`src/rtl/core/mtc_pkg.sv`:
```
// morse text codec package: item types, character constants and code tables
// used by mtc_step and morse_text_codec_unit; no dependencies
package mtc_pkg;

  localparam int RunMax = 7;
  localparam int MaxSymbols = 4;

  localparam logic [7:0] CHAR_DOT   = 8'h2e;
  localparam logic [7:0] CHAR_DASH  = 8'h5f;
  localparam logic [7:0] CHAR_SPACE = 8'h20;
  localparam logic [7:0] CHAR_TAB   = 8'h09;
  localparam logic [7:0] CHAR_LC_A  = 8'h61;
  localparam logic [7:0] CHAR_LC_Z  = 8'h7a;
  localparam logic [7:0] CHAR_UC_A  = 8'h41;
  localparam logic [7:0] CHAR_UC_Z  = 8'h5a;
  localparam logic [7:0] CASE_GAP   = 8'd32;

  localparam logic [RunMax-1:0][7:0] SPACE_TEXT = {
    8'h5d, 8'h65, 8'h63, 8'h61, 8'h70, 8'h73, 8'h5b
  };

  localparam logic [2:0] REG_DIRECTION = 3'd0;

  typedef enum logic {
    DIR_ENCODE = 1'b0,
    DIR_DECODE = 1'b1
  } dir_t;

  typedef struct packed {
    logic [4:0] node;
    logic [2:0] symbols;
    logic       bad;
  } token_t;

  typedef struct packed {
    logic [2:0]              count;
    logic [RunMax-1:0][7:0]  bytes;
  } run_t;

  // letter held at each heap node of the code tree, zero where unused
  function automatic logic [7:0] tree_letter(input logic [4:0] node);
    logic [7:0] l;
    unique case (node)
      5'd1:  l = "E";
      5'd2:  l = "T";
      5'd3:  l = "I";
      5'd4:  l = "A";
      5'd5:  l = "N";
      5'd6:  l = "M";
      5'd7:  l = "S";
      5'd8:  l = "U";
      5'd9:  l = "R";
      5'd10: l = "W";
      5'd11: l = "D";
      5'd12: l = "K";
      5'd13: l = "G";
      5'd14: l = "O";
      5'd15: l = "H";
      5'd16: l = "V";
      5'd17: l = "F";
      5'd19: l = "L";
      5'd21: l = "P";
      5'd22: l = "J";
      5'd23: l = "B";
      5'd24: l = "X";
      5'd25: l = "C";
      5'd26: l = "Y";
      5'd27: l = "Z";
      5'd28: l = "Q";
      default: l = 8'h00;
    endcase
    return l;
  endfunction

  // heap index plus one for letters A to Z: leading one then dash bits
  function automatic logic [4:0] letter_code(input logic [4:0] idx);
    logic [4:0] h;
    unique case (idx)
      5'd0:  h = 5'd5;
      5'd1:  h = 5'd24;
      5'd2:  h = 5'd26;
      5'd3:  h = 5'd12;
      5'd4:  h = 5'd2;
      5'd5:  h = 5'd18;
      5'd6:  h = 5'd14;
      5'd7:  h = 5'd16;
      5'd8:  h = 5'd4;
      5'd9:  h = 5'd23;
      5'd10: h = 5'd13;
      5'd11: h = 5'd20;
      5'd12: h = 5'd7;
      5'd13: h = 5'd6;
      5'd14: h = 5'd15;
      5'd15: h = 5'd22;
      5'd16: h = 5'd29;
      5'd17: h = 5'd10;
      5'd18: h = 5'd8;
      5'd19: h = 5'd3;
      5'd20: h = 5'd9;
      5'd21: h = 5'd17;
      5'd22: h = 5'd11;
      5'd23: h = 5'd25;
      5'd24: h = 5'd27;
      5'd25: h = 5'd28;
      default: h = 5'd0;
    endcase
    return h;
  endfunction

endpackage

```
`src/rtl/core/mtc_step.sv`:
```
// morse text codec item logic: one input byte to a run of result bytes
// and the next token state; uses mtc_pkg
module mtc_step (
  input  logic            direction,
  input  logic [7:0]      in_char,
  input  logic            end_of_line,
  input  mtc_pkg::token_t tok,
  output mtc_pkg::token_t tok_next,
  output mtc_pkg::run_t   run
);
  import mtc_pkg::*;

  logic [7:0] upper;
  logic [7:0] letter_off;
  logic [4:0] code;
  logic [2:0] depth;
  logic [4:0] code_sh;
  token_t     tok_sym;
  logic       sym_branch;
  logic       is_sym;
  logic       ok_cur;
  logic       ok_sym;
  logic [7:0] let_cur;
  logic [7:0] let_sym;

  assign upper = (in_char >= CHAR_LC_A && in_char <= CHAR_LC_Z) ? in_char - CASE_GAP : in_char;
  assign letter_off = upper - CHAR_UC_A;
  assign code = letter_code(letter_off[4:0]);

  always_comb begin
    priority if (code[4]) depth = 3'd4;
    else if (code[3]) depth = 3'd3;
    else if (code[2]) depth = 3'd2;
    else depth = 3'd1;
  end

  // symbol step of the token
  assign is_sym = (in_char == CHAR_DOT) || (in_char == CHAR_DASH);
  assign sym_branch = (in_char == CHAR_DASH);

  always_comb begin
    tok_sym = tok;
    if (is_sym) begin
      if (!tok.bad) begin
        if (tok.symbols >= 3'(MaxSymbols)) begin
          tok_sym.bad = 1'b1;
        end else begin
          tok_sym.node = {tok.node[3:0], 1'b0} + (sym_branch ? 5'd2 : 5'd1);
          tok_sym.symbols = tok.symbols + 3'd1;
        end
      end
    end else if (in_char != CHAR_SPACE) begin
      tok_sym.bad = 1'b1;
    end
  end

  assign let_cur = tree_letter(tok.node);
  assign let_sym = tree_letter(tok_sym.node);
  assign ok_cur = !tok.bad && tok.symbols != 3'd0 && let_cur != 8'h00;
  assign ok_sym = !tok_sym.bad && tok_sym.symbols != 3'd0 && let_sym != 8'h00;

  always_comb begin
    run = '0;
    tok_next = tok;
    code_sh = '0;
    if (direction == DIR_ENCODE) begin
      if (upper == CHAR_SPACE || upper == CHAR_TAB) begin
        run.count = 3'(RunMax);
        run.bytes = SPACE_TEXT;
      end else if (upper >= CHAR_UC_A && upper <= CHAR_UC_Z) begin
        run.count = depth;
        for (int j = 0; j < MaxSymbols; j++) begin
          if (3'(j) < depth) begin
            code_sh = code >> (depth - 3'(j) - 3'd1);
            run.bytes[j] = code_sh[0] ? CHAR_DASH : CHAR_DOT;
          end
        end
      end
    end else begin
      if (in_char == CHAR_SPACE) begin
        tok_next = '0;
        if (ok_cur) begin
          run.count = 3'd1;
          run.bytes[0] = let_cur;
        end
      end else begin
        tok_next = tok_sym;
        if (end_of_line) begin
          tok_next = '0;
          if (ok_sym) begin
            run.count = 3'd1;
            run.bytes[0] = let_sym;
          end
        end
      end
      if (end_of_line) begin
        tok_next = '0;
      end
    end
  end

endmodule

```
`src/rtl/core/morse_text_codec_unit.sv`:
```
// morse text codec top level: item channels, run register and config port
// depends on mtc_pkg and mtc_step
//
// in_valid/in_ready take one text byte per item with its end_of_line flag.
// out_valid/out_ready give the result bytes with last_of_run on the final
// byte that an item causes. the direction register (address 0 of the apb
// port) selects encode (0) or decode (1); change it only while idle.
// an accepted item is worked out in the cycle it is taken and its bytes
// are loaded into the run register, so the first result byte appears in
// the next cycle. the run register shifts out one byte per cycle while
// out_ready is high and holds while it is low. an item with 1 to 7 result
// bytes (seven for a space or tab in encode mode) holds the input, with
// in_ready low, until its last byte leaves; a new item is taken in the
// cycle the last byte leaves. an item with no bytes leaves in_ready high.
// reset clears the run, the pending token and direction.
module morse_text_codec_unit (
  input  logic        clk,
  input  logic        rst,
  input  logic        in_valid,
  output logic        in_ready,
  input  logic [7:0]  in_char,
  input  logic        end_of_line,
  output logic        out_valid,
  input  logic        out_ready,
  output logic [7:0]  out_char,
  output logic        last_of_run,
  input  logic        psel,
  input  logic        penable,
  input  logic        pwrite,
  input  logic [2:0]  paddr,
  input  logic [31:0] pwdata,
  output logic [31:0] prdata,
  output logic        pready
);
  import mtc_pkg::*;

  logic                   direction;
  token_t                 tok;
  token_t                 tok_next;
  run_t                   step_run;
  logic                   run_valid;
  logic [RunMax-1:0][7:0] run_bytes;
  logic [2:0]             run_left;
  logic                   in_fire;
  logic                   out_fire;
  logic                   run_done;

  mtc_step u_step (
    .direction   (direction),
    .in_char     (in_char),
    .end_of_line (end_of_line),
    .tok         (tok),
    .tok_next    (tok_next),
    .run         (step_run)
  );

  assign run_done = run_left == 3'd1;
  assign in_ready = !run_valid || (out_ready && run_done);
  assign in_fire = in_valid && in_ready;
  assign out_fire = run_valid && out_ready;

  assign out_valid = run_valid;
  assign out_char = run_bytes[0];
  assign last_of_run = run_done;

  assign pready = 1'b1;
  assign prdata = (paddr == REG_DIRECTION) ? {31'd0, direction} : 32'd0;

  always_ff @(posedge clk) begin
    if (rst) begin
      direction <= DIR_ENCODE;
    end else if (psel && penable && pwrite && paddr[2] == REG_DIRECTION[2]) begin
      direction <= pwdata[0];
    end
  end

  always_ff @(posedge clk) begin
    if (rst) begin
      tok <= '0;
    end else if (in_fire) begin
      tok <= tok_next;
    end
  end

  always_ff @(posedge clk) begin
    if (rst) begin
      run_valid <= 1'b0;
      run_left <= '0;
    end else begin
      if (out_fire) begin
        run_left <= run_left - 3'd1;
        if (run_done) begin
          run_valid <= 1'b0;
        end
      end
      if (in_fire && step_run.count != 3'd0) begin
        run_valid <= 1'b1;
        run_left <= step_run.count;
      end
    end
  end

  // result bytes, shifted down as they leave
  always_ff @(posedge clk) begin
    if (in_fire && step_run.count != 3'd0) begin
      run_bytes <= step_run.bytes;
    end else if (out_fire) begin
      run_bytes <= {8'h00, run_bytes[RunMax-1:1]};
    end
  end

endmodule

```
`config.mk`:
```
export PLATFORM = sky130hd
export DESIGN_NAME = morse_text_codec_unit
export DESIGN_NICKNAME = d
export VERILOG_FILES = /design/src/rtl/core/mtc_pkg.sv /design/src/rtl/core/mtc_step.sv /design/src/rtl/core/morse_text_codec_unit.sv
export SDC_FILE = /design/constraint.sdc
export NUM_CORES = 1
export LEC_CHECK = 0
export ABC_AREA = 0
export BUFFER_PORTS_ARGS = -buffer_cell sky130_fd_sc_hd__buf_2
export CORE_MARGIN = 10
export CORE_UTILIZATION = 56
export CTS_BUF_LIST = sky130_fd_sc_hd__clkbuf_8
export DETAILED_ROUTE_END_ITERATION = 10
export PLACE_DENSITY = 0.88
export SLEW_MARGIN = 10
export SYNTH_ARGS = -nofsm -noshare
export SYNTH_HDL_FRONTEND = slang
export SYNTH_HIERARCHICAL = 1
export SYNTH_SLANG_ARGS = --single-unit
export TNS_END_PERCENT = 100
```
`constraint.sdc`:
```
create_clock -name clk -period 10.8 [get_ports clk]
set_clock_uncertainty 0.2 [all_clocks]
set_input_delay 1.62 -clock clk [delete_from_list [all_inputs] [get_ports clk]]
set_output_delay 1.62 -clock clk [all_outputs]
set_load 0.01 [all_outputs]
```
==> impl_metrics.toml <==
[die]
initial_utilization_pct = 57.8
ios = 95
num_rows = 37
die_h_um = 124
die_width_um = 124
core_area_um2 = 10400
dieArea_um2 = 15300

[worst_hold_path]
min_path_cells = 1
min_path_type = "register to register"
min-delay-start = "run_bytes[36]$_DFFE_PP_"
min_to = "run_bytes[28]$_DFFE_PP_"

[drt]
dr.first_iter.drc_count = 599
avgRoutedWirePerCell_um = 17.5
num_vias = 4620
drt_wl_total_um = 13200
via_per_inst = 6.13
ant_nets = 0
drc_errors = 0
drt_first_pass_iters = 5

[power]
clkPwrFrac_pct = 33.4
leakagePower_nw = 2.34
sw_frac_of_total_pct = 26.9
p_seq_share_pct = 47.7
switching_power_uw = 183
pwr-share-comb_pct = 18.9
p_int_uw = 497
power_density_nw_per_um2 = 114
peakVddDrop_v = 0.0000634

[cts]
post_cts_buffers = 0
cts_tree = "yes"
cts.clk_slew.worst_paths_ps = 70
cts_sinks = 70
clk_latency_ps = 340
clockBufferDepth = 2
ctsHoldBuffers = 0
root_buffer = "clkbuf_8"
cts_resized = 0
cts_buffers = 9
htree_levels = 3

[synthesis]
syn_inst = 636
synth-xor-area-share_pct = 2.04
syn_area_um2 = 6020
synth-warning-count = 6
syn_area_per_cell_um2 = 9.46
synth_flop_cell = "edfxtp_1"
synth-adder-area-share_pct = 5.41
synth-edff-count = 56
seq_area_frac_synth_pct = 32.6
async_flop_share_pct = 0
ys_seq_elements = 70
ys_types = 84
synth_mux_area_share_pct = 13.4
synth_compound_area_share_pct = 16.7
synth-simple-area-share_pct = 15.2
synth_top_family_by_area = "compound AO/OA/AOI/OAI gates"

[place]
routabilityCongestion = 0.860
io_buffers = 31
preCtsSetupSlack_ps = 3750
hpwl_um = 9400
dp.cells = 738

[critical_path]
cp-start-kind = "input port"
crit_type = "input port to register"
arrival_ps = 6630
crit_slowest_cell = "a311oi_1"
required_ps = 10520
reg2reg_setup_slack_ps = 5460
cp-end-kind = "register"
path_max_fanout = 56
slowest_delay_ps = 690
r2r_start = "tok[3]$_SDFFE_PP0P_"
r2r_cells = 13
r2r-end = "run_bytes[45]$_DFFE_PP_"
path_cells = "buf_2 > ha_1 > and4bb_1 > nand3_1 > a21oi_4 > nor2_1 > a21oi_1 > inv_1 > ha_1 > mux2i_1 > a311oi_1 > a41oi_2 > o31ai_2 > a21oi_4 > a21oi_1 > inv_2"

[status]
status = "finished clean"

[run]
maxCapViolCount = 0

[global_route]
antenna_found_initial = 0
grt_pass1_vias = 4447
grt-ovfl-total = 0
grt_max_degree = 60
grt_usage_pct = 16.9
grt_pass1_wl_um = 21300

[layout]
drive_above_1_share_pct = 19.6
instances_no_fill = 754
fillers = 854
layout_common_cells = "edfxtp_1 (56), mux2_2 (51), nor2_1 (51)"
syn2layout_area_growth_pct = -0.582
n_antenna_cell = 0
final_common_cell = "edfxtp_1"
nets = 690

[sta]
setup_viol = 0
fmax_mhz = 145
fin_crit_ps = 6910
worstMarginPinSlew_ps = 1260
timing.slew.headroom_pct = 15.6
fin_ws_ps = 3890
period_share_pct = 64.0
rsz0062_at_grt = "no"
maxSlewViolCount = 0
finalSetupTns_ps = 0
hold_violations = 0
-- worst max-delay path, delay by kind of cell --
kind                       cells  cell delay, ps
adders and majority gates      2             690
and+or+nand+nor                3             540
AOI/OAI and AO/OA              7            2690
buffers and inverters          3             950
muxes                          1              90
-- worst max path at each step --
stage / startpoint / end / slack (ps) / cells past startpoint
after floorplan: in_char[0] / out_char[0]$_DFFE_PP_ / 4020 / 23
after global placement: in_char[0] / run_bytes[49]$_SDFFCE_PP0P_ / 3970 / 19
after detailed placement: in_char[0] / run_bytes[51]$_SDFFCE_PP0P_ / 3750 / 16
after CTS: in_char[0] / run_bytes[52]$_SDFFCE_PP0P_ / 4080 / 16
after global routing: in_char[0] / run_bytes[55]$_SDFFCE_PP0P_ / 3580 / 16
final: in_char[0] / run_bytes[45]$_DFFE_PP_ / 3890 / 16
-- power by group through the flow --
stage                     clock (mW)  combinational [mW]  sequential (mW)
after global placement             0               0.118            0.328
after global routing           0.240               0.141            0.326
after detailed placement           0               0.125            0.330
after CTS                      0.230               0.126            0.324
final                          0.227               0.129            0.324
after floorplan                    0               0.118            0.328
-- state kept, by name, indices dropped and copies added, names as in the netlist --
register / cells
direction: 1
out_char: 8
out_valid: 1
run_bytes: 48
run_left: 3
tok: 9
-- layer usage --
metal	routed length (µm)	GRT usage, %	vias to the layer above	share of wire, %
met5	0	0	-	0
met4	445	7.71	0	3.4
met3	1120	3.67	50	8.5
met2	6530	29.0	229	49
met1	5110	19.9	2186	39
li1	-	-	2155	-
-- per-stage QoR --
step	hold slack [ps]	cell area, µm²	power [mW]	utilization (%)
6_report	343	5980	0.679	57.4
4_1_cts	342	5980	0.680	57.4
5_1_grt	363	5980	0.706	57.4
2_1_floorplan	268	6180	0.446	-
3_3_place_gp	286	5770	0.447	55.4
3_5_place_dp	333	5770	0.455	55.4
-- synthesized netlist by cell type (all sizes together), types with 4 or more instances --
| master | instances | share of area [%] |
|---|---|---|
| a211oi | 4 | 0.50 |
| a21boi | 4 | 0.50 |
| a21oi | 29 | 2.7 |
| a311oi | 4 | 0.58 |
| a31oi | 8 | 0.83 |
| and2 | 10 | 1.0 |
| buf | 102 | 12 |
| clkbuf | 9 | 0.56 |
| dfxtp | 14 | 4.7 |
| edfxtp | 56 | 28 |
| ha | 26 | 5.4 |
| inv | 28 | 1.7 |
| mux2 | 51 | 9.5 |
| mux2i | 23 | 3.9 |
| nand2 | 26 | 1.6 |
| nand2b | 10 | 1.2 |
| nand3 | 9 | 0.75 |
| nand3b | 6 | 0.75 |
| nor2 | 52 | 3.3 |
| nor2b | 12 | 1.2 |
| nor3 | 11 | 1.0 |
| nor3b | 4 | 0.50 |
| nor4 | 4 | 0.42 |
| o2111ai | 4 | 0.58 |
| o211ai | 11 | 1.5 |
| o21ai | 24 | 2.0 |
| o22ai | 9 | 0.94 |
| o31ai | 5 | 0.71 |
| or2 | 4 | 0.42 |
| or3b | 4 | 0.58 |
| xnor2 | 9 | 1.3 |
| xor2 | 5 | 0.73 |
-- final cells by class --
type,instances,area (µm²),area share [%]
Clock buffer,9,124,2.07
Multi-Input combinational cell,470,3360,56.1
Tap cell,136,170,2.84
Timing Repair Buffer,33,170,2.84
Inverter,29,109,1.82
Sequential cell,70,1960,32.8
Clock inverter,7,91.3,1.53
-- cell families after synthesis --
| logic type | Yosys count |
|---|---|
| mux | 74 |
| other cells | 3 |
| simple gates | 169 |
| compound gates | 140 |
| xor+xnor | 14 |
| buf+inv | 140 |
| fa+ha+maj | 26 |
| flops | 70 |
(Power assumes the default switching activity.)
